File: src/design/rbmr_pkg.sv
// rbmr_pkg: shared constants, sine table and fixed-point helpers for the
// rotated bitmap led matrix renderer; no dependencies
`default_nettype none

package rbmr_pkg;

    localparam int WIDTH          = 5;
    localparam int HEIGHT         = 10;
    localparam int TRIG_FRAC_BITS = 14;
    localparam int TOTAL          = WIDTH * HEIGHT;
    localparam int MASK_BITS      = TOTAL;
    localparam logic [MASK_BITS-1:0] MASK_RESET = MASK_BITS'(64'd256505281615153);

    localparam int X_W      = (WIDTH > 1) ? $clog2(WIDTH) : 1;
    localparam int P_W      = (HEIGHT > 1) ? $clog2(HEIGHT) : 1;
    localparam int IDX_W    = 6;
    localparam int MIDX_W   = $clog2(MASK_BITS);
    localparam int COORD_W  = 6;
    localparam int TRIG_W   = TRIG_FRAC_BITS + 2;
    localparam int PROD_W   = COORD_W + TRIG_W;
    localparam int N_W      = PROD_W + 2;
    localparam int DEG_W    = 9;
    localparam int COLOR_W  = 8;
    localparam int S_DATA_W = 40;
    localparam int M_DATA_W = 32;

    localparam logic [IDX_W-1:0] LAST_IDX    = IDX_W'(TOTAL - 1);
    localparam logic [DEG_W-1:0] ANGLE_WRAP  = DEG_W'(512 - 360);

    localparam int SCALE_UP = (TRIG_FRAC_BITS >= 14) ? TRIG_FRAC_BITS - 14 : 0;
    localparam int SCALE_DN = (TRIG_FRAC_BITS < 14) ? 14 - TRIG_FRAC_BITS : 0;
    localparam logic [31:0] SCALE_RND = (SCALE_DN > 0) ? 32'(1 << (SCALE_DN - 1)) : 32'd0;

    localparam logic signed [N_W-1:0] HALF  = N_W'(2 ** TRIG_FRAC_BITS);
    localparam logic signed [N_W-1:0] OFF_X = N_W'((WIDTH - 1) * (2 ** TRIG_FRAC_BITS));
    localparam logic signed [N_W-1:0] OFF_Y = N_W'((HEIGHT - 1) * (2 ** TRIG_FRAC_BITS));

    localparam logic [14:0] QUARTER_SINE [0:90] = '{
        15'd0,     15'd286,   15'd572,   15'd857,   15'd1143,
        15'd1428,  15'd1713,  15'd1997,  15'd2280,  15'd2563,
        15'd2845,  15'd3126,  15'd3406,  15'd3686,  15'd3964,
        15'd4240,  15'd4516,  15'd4790,  15'd5063,  15'd5334,
        15'd5604,  15'd5872,  15'd6138,  15'd6402,  15'd6664,
        15'd6924,  15'd7182,  15'd7438,  15'd7692,  15'd7943,
        15'd8192,  15'd8438,  15'd8682,  15'd8923,  15'd9162,
        15'd9397,  15'd9630,  15'd9860,  15'd10087, 15'd10311,
        15'd10531, 15'd10749, 15'd10963, 15'd11174, 15'd11381,
        15'd11585, 15'd11786, 15'd11982, 15'd12176, 15'd12365,
        15'd12551, 15'd12733, 15'd12911, 15'd13085, 15'd13255,
        15'd13421, 15'd13583, 15'd13741, 15'd13894, 15'd14044,
        15'd14189, 15'd14330, 15'd14466, 15'd14598, 15'd14726,
        15'd14849, 15'd14968, 15'd15082, 15'd15191, 15'd15296,
        15'd15396, 15'd15491, 15'd15582, 15'd15668, 15'd15749,
        15'd15826, 15'd15897, 15'd15964, 15'd16026, 15'd16083,
        15'd16135, 15'd16182, 15'd16225, 15'd16262, 15'd16294,
        15'd16322, 15'd16344, 15'd16362, 15'd16374, 15'd16382,
        15'd16384
    };

    // deg in 0..359
    function automatic logic signed [TRIG_W-1:0] sine_fixed(input logic [DEG_W-1:0] deg);
        logic [DEG_W-1:0] folded;
        logic             neg;
        logic [31:0]      mag;
        folded = deg;
        neg    = 1'b0;
        if (deg < DEG_W'(90)) begin
            folded = deg;
        end else if (deg < DEG_W'(180)) begin
            folded = DEG_W'(180) - deg;
        end else if (deg < DEG_W'(270)) begin
            folded = deg - DEG_W'(180);
            neg    = 1'b1;
        end else begin
            folded = DEG_W'(360) - deg;
            neg    = 1'b1;
        end
        mag = 32'(QUARTER_SINE[folded[6:0]]);
        mag = ((mag << SCALE_UP) + SCALE_RND) >> SCALE_DN;
        return neg ? -TRIG_W'(mag) : TRIG_W'(mag);
    endfunction

    // divide by 2^(frac+1), round to nearest, ties away from zero
    function automatic logic signed [N_W-1:0] round_coord(input logic signed [N_W-1:0] n);
        logic [N_W-1:0] mag;
        mag = n[N_W-1] ? N_W'(-n) : N_W'(n);
        mag = (mag + N_W'(HALF)) >> (TRIG_FRAC_BITS + 1);
        return n[N_W-1] ? -$signed(mag) : $signed(mag);
    endfunction

endpackage

`default_nettype wire

File: src/design/rotated_bitmap_led_matrix_render.sv
// rotated_bitmap_led_matrix_render: frame request sequencer and four-stage
// led pipeline (trig, multiply, round, bitmap lookup); uses rbmr_pkg
`default_nettype none

//  channel  | direction | contents
//  s_*      | in        | frame request: angle and color
//  m_*      | out       | one item per led, chain order, tlast on the final led
//  cfg_*    | in        | shape_mask write
//
// a request yields 50 led items, one per cycle unless m_tready stalls; the led sequencer sets the rate
// a new request is taken in the cycle the previous one issues its last led
// an issued led is registered through pipeline stages 1 to 4 before it reaches m_tvalid
// a waiting m_ item with m_tready low freezes the whole pipeline; nothing is dropped
// aresetn clears the pipeline valids and the sequencer and reloads the default shape_mask

module rotated_bitmap_led_matrix_render (
    input  wire                                    aclk,
    input  wire                                    aresetn,
    input  wire                                    s_tvalid,
    output logic                                   s_tready,
    // angle[8:0], red[16:9], green[24:17], blue[32:25], zero pad
    input  wire  [rbmr_pkg::S_DATA_W-1:0]          s_tdata,
    output logic                                   m_tvalid,
    input  wire                                    m_tready,
    // led_index[5:0], green_out[13:6], red_out[21:14], blue_out[29:22], zero pad
    output logic [rbmr_pkg::M_DATA_W-1:0]          m_tdata,
    // last_led
    output logic                                   m_tlast,
    input  wire                                    cfg_wr_en,
    input  wire  [rbmr_pkg::MASK_BITS-1:0]         cfg_wr_data
);

    localparam int CW = rbmr_pkg::COLOR_W;

    logic [rbmr_pkg::MASK_BITS-1:0] mask_reg;

    // request and sequencer
    logic                          busy_reg;
    logic [rbmr_pkg::DEG_W-1:0]    deg_reg;
    logic [CW-1:0]                 red_reg, green_reg, blue_reg;
    logic [rbmr_pkg::X_W-1:0]      x_reg;
    logic [rbmr_pkg::P_W-1:0]      p_reg;
    logic [rbmr_pkg::IDX_W-1:0]    idx_reg;

    // stage 1
    logic                                 v1_reg, last1_reg;
    logic [rbmr_pkg::IDX_W-1:0]           idx1_reg;
    logic signed [rbmr_pkg::COORD_W-1:0]  dx1_reg, dy1_reg;
    logic signed [rbmr_pkg::TRIG_W-1:0]   s1_reg, c1_reg;
    logic [CW-1:0]                        r1_reg, g1_reg, b1_reg;
    // stage 2
    logic                                 v2_reg, last2_reg;
    logic [rbmr_pkg::IDX_W-1:0]           idx2_reg;
    logic signed [rbmr_pkg::PROD_W-1:0]   pxc2_reg, pys2_reg, pyc2_reg, pxs2_reg;
    logic [CW-1:0]                        r2_reg, g2_reg, b2_reg;
    // stage 3
    logic                                 v3_reg, last3_reg, hit3_reg;
    logic [rbmr_pkg::IDX_W-1:0]           idx3_reg;
    logic [rbmr_pkg::MIDX_W-1:0]          bit3_reg;
    logic [CW-1:0]                        r3_reg, g3_reg, b3_reg;
    // stage 4 (output)
    logic                                 v4_reg, last4_reg;
    logic [rbmr_pkg::M_DATA_W-1:0]        data4_reg;

    logic                                 adv;
    logic                                 s_accept;
    logic                                 seq_last;
    logic [rbmr_pkg::DEG_W-1:0]           deg_next;
    logic [rbmr_pkg::DEG_W-1:0]           cos_deg;
    logic [rbmr_pkg::P_W-1:0]             y_cur;
    logic signed [rbmr_pkg::COORD_W-1:0]  dx_next, dy_next;
    logic signed [rbmr_pkg::N_W-1:0]      nx, ny, sx, sy;
    logic                                 hit_next;
    logic [rbmr_pkg::MIDX_W-1:0]          bit_next;
    logic                                 lit;

    assign adv      = !v4_reg || m_tready;
    assign seq_last = (idx_reg == rbmr_pkg::LAST_IDX);
    assign s_tready = !busy_reg || (adv && seq_last);
    assign s_accept = s_tvalid && s_tready;

    // wrap negative angles by adding 360
    assign deg_next = s_tdata[8] ? (s_tdata[8:0] - rbmr_pkg::ANGLE_WRAP) : s_tdata[8:0];
    assign cos_deg  = (deg_reg >= rbmr_pkg::DEG_W'(270)) ? (deg_reg - rbmr_pkg::DEG_W'(270))
                                                         : (deg_reg + rbmr_pkg::DEG_W'(90));

    // serpentine: odd columns run in reverse, from row HEIGHT-1 down to row 0
    assign y_cur   = x_reg[0] ? (rbmr_pkg::P_W'(rbmr_pkg::HEIGHT - 1) - p_reg) : p_reg;
    assign dx_next = $signed(rbmr_pkg::COORD_W'({x_reg, 1'b0}))
                   - $signed(rbmr_pkg::COORD_W'(rbmr_pkg::WIDTH - 1));
    assign dy_next = $signed(rbmr_pkg::COORD_W'({y_cur, 1'b0}))
                   - $signed(rbmr_pkg::COORD_W'(rbmr_pkg::HEIGHT - 1));

    always_comb begin
        nx = rbmr_pkg::N_W'(pxc2_reg) + rbmr_pkg::N_W'(pys2_reg) + rbmr_pkg::OFF_X;
        ny = rbmr_pkg::N_W'(pyc2_reg) - rbmr_pkg::N_W'(pxs2_reg) + rbmr_pkg::OFF_Y;
        sx = rbmr_pkg::round_coord(nx);
        sy = rbmr_pkg::round_coord(ny);
        hit_next = (sx >= 0) && (sx < rbmr_pkg::N_W'(rbmr_pkg::WIDTH))
                && (sy >= 0) && (sy < rbmr_pkg::N_W'(rbmr_pkg::HEIGHT));
        bit_next = rbmr_pkg::MIDX_W'(rbmr_pkg::MIDX_W'(sy[rbmr_pkg::P_W-1:0])
                 * rbmr_pkg::MIDX_W'(rbmr_pkg::WIDTH))
                 + rbmr_pkg::MIDX_W'(sx[rbmr_pkg::X_W-1:0]);
    end

    assign lit = hit3_reg && mask_reg[bit3_reg];

    always_ff @(posedge aclk) begin
        if (!aresetn) begin
            mask_reg <= rbmr_pkg::MASK_RESET;
        end else if (cfg_wr_en) begin
            mask_reg <= cfg_wr_data;
        end
    end

    // sequencer
    always_ff @(posedge aclk) begin
        if (!aresetn) begin
            busy_reg <= 1'b0;
            x_reg    <= '0;
            p_reg    <= '0;
            idx_reg  <= '0;
        end else begin
            if (busy_reg && adv) begin
                idx_reg <= idx_reg + 1'b1;
                if (p_reg == rbmr_pkg::P_W'(rbmr_pkg::HEIGHT - 1)) begin
                    p_reg <= '0;
                    x_reg <= x_reg + 1'b1;
                end else begin
                    p_reg <= p_reg + 1'b1;
                end
                if (seq_last) begin
                    busy_reg <= 1'b0;
                end
            end
            if (s_accept) begin
                busy_reg <= 1'b1;
                x_reg    <= '0;
                p_reg    <= '0;
                idx_reg  <= '0;
            end
        end
    end

    always_ff @(posedge aclk) begin
        if (s_accept) begin
            deg_reg   <= deg_next;
            red_reg   <= s_tdata[16:9];
            green_reg <= s_tdata[24:17];
            blue_reg  <= s_tdata[32:25];
        end
    end

    // pipeline valids
    always_ff @(posedge aclk) begin
        if (!aresetn) begin
            v1_reg <= 1'b0;
            v2_reg <= 1'b0;
            v3_reg <= 1'b0;
            v4_reg <= 1'b0;
        end else if (adv) begin
            v1_reg <= busy_reg;
            v2_reg <= v1_reg;
            v3_reg <= v2_reg;
            v4_reg <= v3_reg;
        end
    end

    // pipeline payload
    always_ff @(posedge aclk) begin
        if (adv) begin
            idx1_reg  <= idx_reg;
            last1_reg <= seq_last;
            dx1_reg   <= dx_next;
            dy1_reg   <= dy_next;
            s1_reg    <= rbmr_pkg::sine_fixed(deg_reg);
            c1_reg    <= rbmr_pkg::sine_fixed(cos_deg);
            r1_reg    <= red_reg;
            g1_reg    <= green_reg;
            b1_reg    <= blue_reg;

            idx2_reg  <= idx1_reg;
            last2_reg <= last1_reg;
            pxc2_reg  <= rbmr_pkg::PROD_W'(dx1_reg) * rbmr_pkg::PROD_W'(c1_reg);
            pys2_reg  <= rbmr_pkg::PROD_W'(dy1_reg) * rbmr_pkg::PROD_W'(s1_reg);
            pyc2_reg  <= rbmr_pkg::PROD_W'(dy1_reg) * rbmr_pkg::PROD_W'(c1_reg);
            pxs2_reg  <= rbmr_pkg::PROD_W'(dx1_reg) * rbmr_pkg::PROD_W'(s1_reg);
            r2_reg    <= r1_reg;
            g2_reg    <= g1_reg;
            b2_reg    <= b1_reg;

            idx3_reg  <= idx2_reg;
            last3_reg <= last2_reg;
            hit3_reg  <= hit_next;
            bit3_reg  <= bit_next;
            r3_reg    <= r2_reg;
            g3_reg    <= g2_reg;
            b3_reg    <= b2_reg;

            last4_reg <= last3_reg;
            data4_reg <= {2'b00,
                          lit ? b3_reg : 8'h00,
                          lit ? r3_reg : 8'h00,
                          lit ? g3_reg : 8'h00,
                          idx3_reg};
        end
    end

    assign m_tvalid = v4_reg;
    assign m_tdata  = data4_reg;
    assign m_tlast  = last4_reg;

    a_last_index: assert property (@(posedge aclk) disable iff (!aresetn)
        (m_tvalid && m_tlast) |-> (m_tdata[5:0] == rbmr_pkg::LAST_IDX))
        else $error("tlast on an led other than the final one");

    a_accept_busy: assert property (@(posedge aclk) disable iff (!aresetn)
        (s_accept && busy_reg) |-> (seq_last && adv))
        else $error("request taken while the previous frame is still issuing");

    a_busy_end: assert property (@(posedge aclk) disable iff (!aresetn)
        $fell(busy_reg) |-> ($past(seq_last) && $past(adv)))
        else $error("sequencer stopped before the final led");

    a_stall_hold: assert property (@(posedge aclk) disable iff (!aresetn)
        (m_tvalid && !m_tready) |=> ($stable(v3_reg) && $stable(idx3_reg)))
        else $error("pipeline moved during an output stall");

endmodule

`default_nettype wire

File: config.mk
export PLATFORM = sky130hd
export DESIGN_NAME = rotated_bitmap_led_matrix_render
export DESIGN_NICKNAME = d
export VERILOG_FILES = /design/src/design/rbmr_pkg.sv /design/src/design/rotated_bitmap_led_matrix_render.sv
export SDC_FILE = /design/constraint.sdc
export NUM_CORES = 2
export LEC_CHECK = 0
export BUFFER_PORTS_ARGS = -buffer_cell sky130_fd_sc_hd__buf_2
export CAP_MARGIN = 15
export CORE_ASPECT_RATIO = 0.75
export CORE_UTILIZATION = 35
export DETAILED_ROUTE_END_ITERATION = 12
export PLACE_DENSITY_LB_ADDON = 0.1
export SLEW_MARGIN = 30
export SYNTH_ARGS = -nofsm -noshare
export SYNTH_HDL_FRONTEND = slang
export SYNTH_SLANG_ARGS = --single-unit
File: constraint.sdc
create_clock -name aclk -period 8.2 [get_ports aclk]
set_input_delay 1.64 -clock aclk [delete_from_list [all_inputs] [get_ports aclk]]
set_output_delay 1.64 -clock aclk [all_outputs]
set_load 0.005 [all_outputs]
==> results by group <==
Logic synthesis
  – Synth Flop Type: edfxtp_1
  – Synth cell types: between 100 and 150
  – Mapped Area: roughly 0.033 mm²
  – YS warnings: 0
  – Seq/Total Area, Yosys: 0.307
  – Post-synth ARST share: 0
  – Synthesized area per cell: 9.76 µm²
  – Cells after Synth: approximately 3400
  – Post-synth EDFFs: 289
  – Yosys reg bits: about 360

Drt
  – Vias/cell: 5.44
  – Final WL: 88.0 mm
  – Total vias in the final route: between 20000 and 30000
  – 1st-iter DRT viols: approximately 1800
  – Antenna viol nets, final: 0
  – DRC: 0
  – Wire per inst: around 19 µm
  – Pre-antenna DRT Iters: 6

Run
  – Max Cap Violations: 0

Die
  – Die H: 267 µm
  – Full die area: 0.0948 mm²
  – Die W: about 360 µm
  – Initial Util: 0.356
  – Core box area: roughly 0.092 mm²
  – Row count: 96
  – Num ports: 130

Clocking
  – Root buffer cell: clkbuf_16
  – CTS Buf Count: 41
  – CTS sink cnt: approximately 360
  – Worst skew pair latency: 0.61 ns
  – Clock slew at reported path FFs: 0.06 ns
  – Clock Path Buffers: 3
  – H-tree levels: 2
  – CTS tree: yes
  – Post-CTS Setup Inserts: 0
  – PostCTS Resize Cnt: 0
  – Cts hold-fix bufs: 0

Timing
  – Endpoints failing hold: 0
  – TNS Setup: 0 ns
  – Worst slew pin tran: a little under 1 ns
  – Max Slew Vio Count: 0
  – Tmin final: 7.14 ns
  – FMAX: between 100 and 150 MHz
  – Clk_skew: between 0.05 and 0.06 ns
  – RSZ-0062 raised after global routing: no
  – Hold_ws: roughly 0.4 ns
  – Tcrit/Tclk final: 0.871
  – Final Setup Violations: 0
  – Max transition margin: 0.338

Finish
  – Commonest non-fill, non-tap cell in the layout: ha_1
  – Final nets: 3984
  – # diodes: 0
  – Max reg flops: 50
  – Most frequent cells in the layout: ha_1, inv_1, edfxtp_1
  – Fraction of layout cells with a size suffix above 1: 0.0892
  – Synthesis-to-layout area growth: 9.92%
  – Fillers: just over 9000

Setup path
  – Maximum fanout along the worst path: 29
  – Crit-path cells: clkinv_1 -> ha_1 -> a211o_1 -> a22o_1 -> a22o_1 -> a2111oi_0 -> a21oi_1 -> a221o_1 -> a221o_1 -> buf_4 -> a211oi_1 -> o221ai_1 -> a32o_1 -> inv_1 -> ha_1 -> nor2b_1 -> a41oi_1 -> xnor2_1
  – Worst path top cell family by delay: compound AO/OA/AOI/OAI gates
  – WP data arrival: 7.47 ns
  – Worst Setup Path Type: register to register
  – Critical path startpoint category: register
  – WP buf/inv: 3
  – Crit. End Element: register
  – Slowest stage delay, CP: 0.76 ns
  – Required @ worst endpoint: about 8.5 ns
  – CP max stage cell: edfxtp_1

GRT
  – Routing usage on met2: 0.278
  – Initial antenna violation count: 3
  – Pin count of the biggest net entering global routing: between 100 and 150
  – M1 GR Usage: 0.276
  – Met3 usage: 0.0313
  – Overflow after GRT: 0
  – Grt peak-use layer: met2
  – Global Route Usage Sum: 0.186
  – First-pass GRT wire length: between 100 and 150 mm
  – Vias in the first global route: 25200

Worst hold path
  – Hold Crit Class: register to register

Run status
  – Outcome: completed

Placed design
  – Input/output buffers: 120
  – Final HPWL DP: ~65 mm
  – GP Congestion: 0.887
==> per-stage QoR <==
stage | utilization | instances | setup slack [ns] | area [µm²]
floorplan | - | 3355 | 0.0725 | 32700
global placement | 0.375 | 4571 | 1.28 | 34500
detailed placement | 0.375 | 4571 | 1.21 | 34500
CTS | 0.391 | 4645 | 1.18 | 36000
global route | 0.391 | 4646 | 0.504 | 36000
finish | 0.391 | 4646 | 1.06 | 36000
==> cell usage after synthesis, types with 20 or more instances <==
| master | count | share of area |
|---|---|---|
| a21o_1 | 44 | 0.010 |
| a211oi_1 | 26 | 0.0060 |
| a21oi_1 | 177 | 0.027 |
| dfxtp_1 | 68 | 0.042 |
| nand2_1 | 281 | 0.032 |
| and2_1 | 159 | 0.030 |
| buf_1 | 20 | 0.0023 |
| o31ai_1 | 21 | 0.0048 |
| inv_1 | 290 | 0.033 |
| o21ai_0 | 113 | 0.017 |
| nand3_1 | 63 | 0.0096 |
| edfxtp_1 | 289 | 0.27 |
| nand4_1 | 22 | 0.0042 |
| o211ai_1 | 48 | 0.011 |
| a31oi_1 | 34 | 0.0065 |
| nor2_1 | 171 | 0.020 |
| xnor2_1 | 150 | 0.040 |
| clkbuf_1 | 117 | 0.013 |
| o22ai_1 | 21 | 0.0040 |
| xor2_1 | 47 | 0.013 |
| mux2i_1 | 69 | 0.021 |
| buf_2 | 27 | 0.0041 |
| nor2b_1 | 46 | 0.0088 |
| nand2b_1 | 67 | 0.013 |
| o21bai_1 | 38 | 0.0087 |
| nor3_1 | 66 | 0.010 |
| fa_1 | 201 | 0.12 |
| ha_1 | 298 | 0.11 |
==> logic make-up (layout without fill, tap and decap cells) <==
logic type	after synthesis	after routing	synth area share
and+or+nand+nor	966	966	0.149
AOI/OAI and AO/OA	771	771	0.164
adders and majority gates	501	501	0.237
buffers and inverters	469	535	0.0566
DFF	357	357	0.307
xor gates and xnor gates	199	199	0.0537
muxes	90	90	0.0332
other	1	2	0.000115
==> final cells by class <==
class	count	area, µm²	area share
Multi-Input combinational cell	2529	20900	0.581
Inverter	293	1110	0.0308
Timing Repair Buffer	168	981	0.0273
Tap cell	1225	1530	0.0426
Clock buffer	44	1040	0.0288
Sequential cell	357	10000	0.279
Clock inverter	30	387	0.0107
==> final timing paths <==
| path | start | endpoint | slack [ns] | cells past startpoint |
|---|---|---|---|---|
| max | deg_reg[3]$_DFFE_PP_ | c1_reg[12]$_DFFE_PP_ | 1.06 | 18 |
| min | b1_reg[4]$_DFFE_PP_ | b2_reg[4]$_DFFE_PP_ | 0.41 | 0 |
| max reg2reg | deg_reg[3]$_DFFE_PP_ | c1_reg[12]$_DFFE_PP_ | 1.06 | 18 |
| min reg2reg | b1_reg[4]$_DFFE_PP_ | b2_reg[4]$_DFFE_PP_ | 0.41 | 0 |
==> worst register-to-register path, cell delays in order, from the launching register on <==
cell,delay (ns)
edfxtp_1,0.76
clkinv_1,0.50
ha_1,0.39
a211o_1,0.34
a22o_1,0.24
a22o_1,0.33
a2111oi_0,0.62
a21oi_1,0.40
a221o_1,0.45
a221o_1,0.59
buf_4,0.37
a211oi_1,0.31
o221ai_1,0.19
a32o_1,0.34
inv_1,0.08
ha_1,0.16
nor2b_1,0.45
a41oi_1,0.21
xnor2_1,0.18
==> layer usage <==
metal / vias to the layer above / routed length [µm]
li1: 12100 / -
met1: 12400 / 44000
met2: 695 / 37000
met3: 112 / 5330
met4: 0 / 1730
met5: - / 0
Power is left out: the tool's default activity adds up to more than one toggle a clock period on the data nets, which glitch-free logic cannot reach.
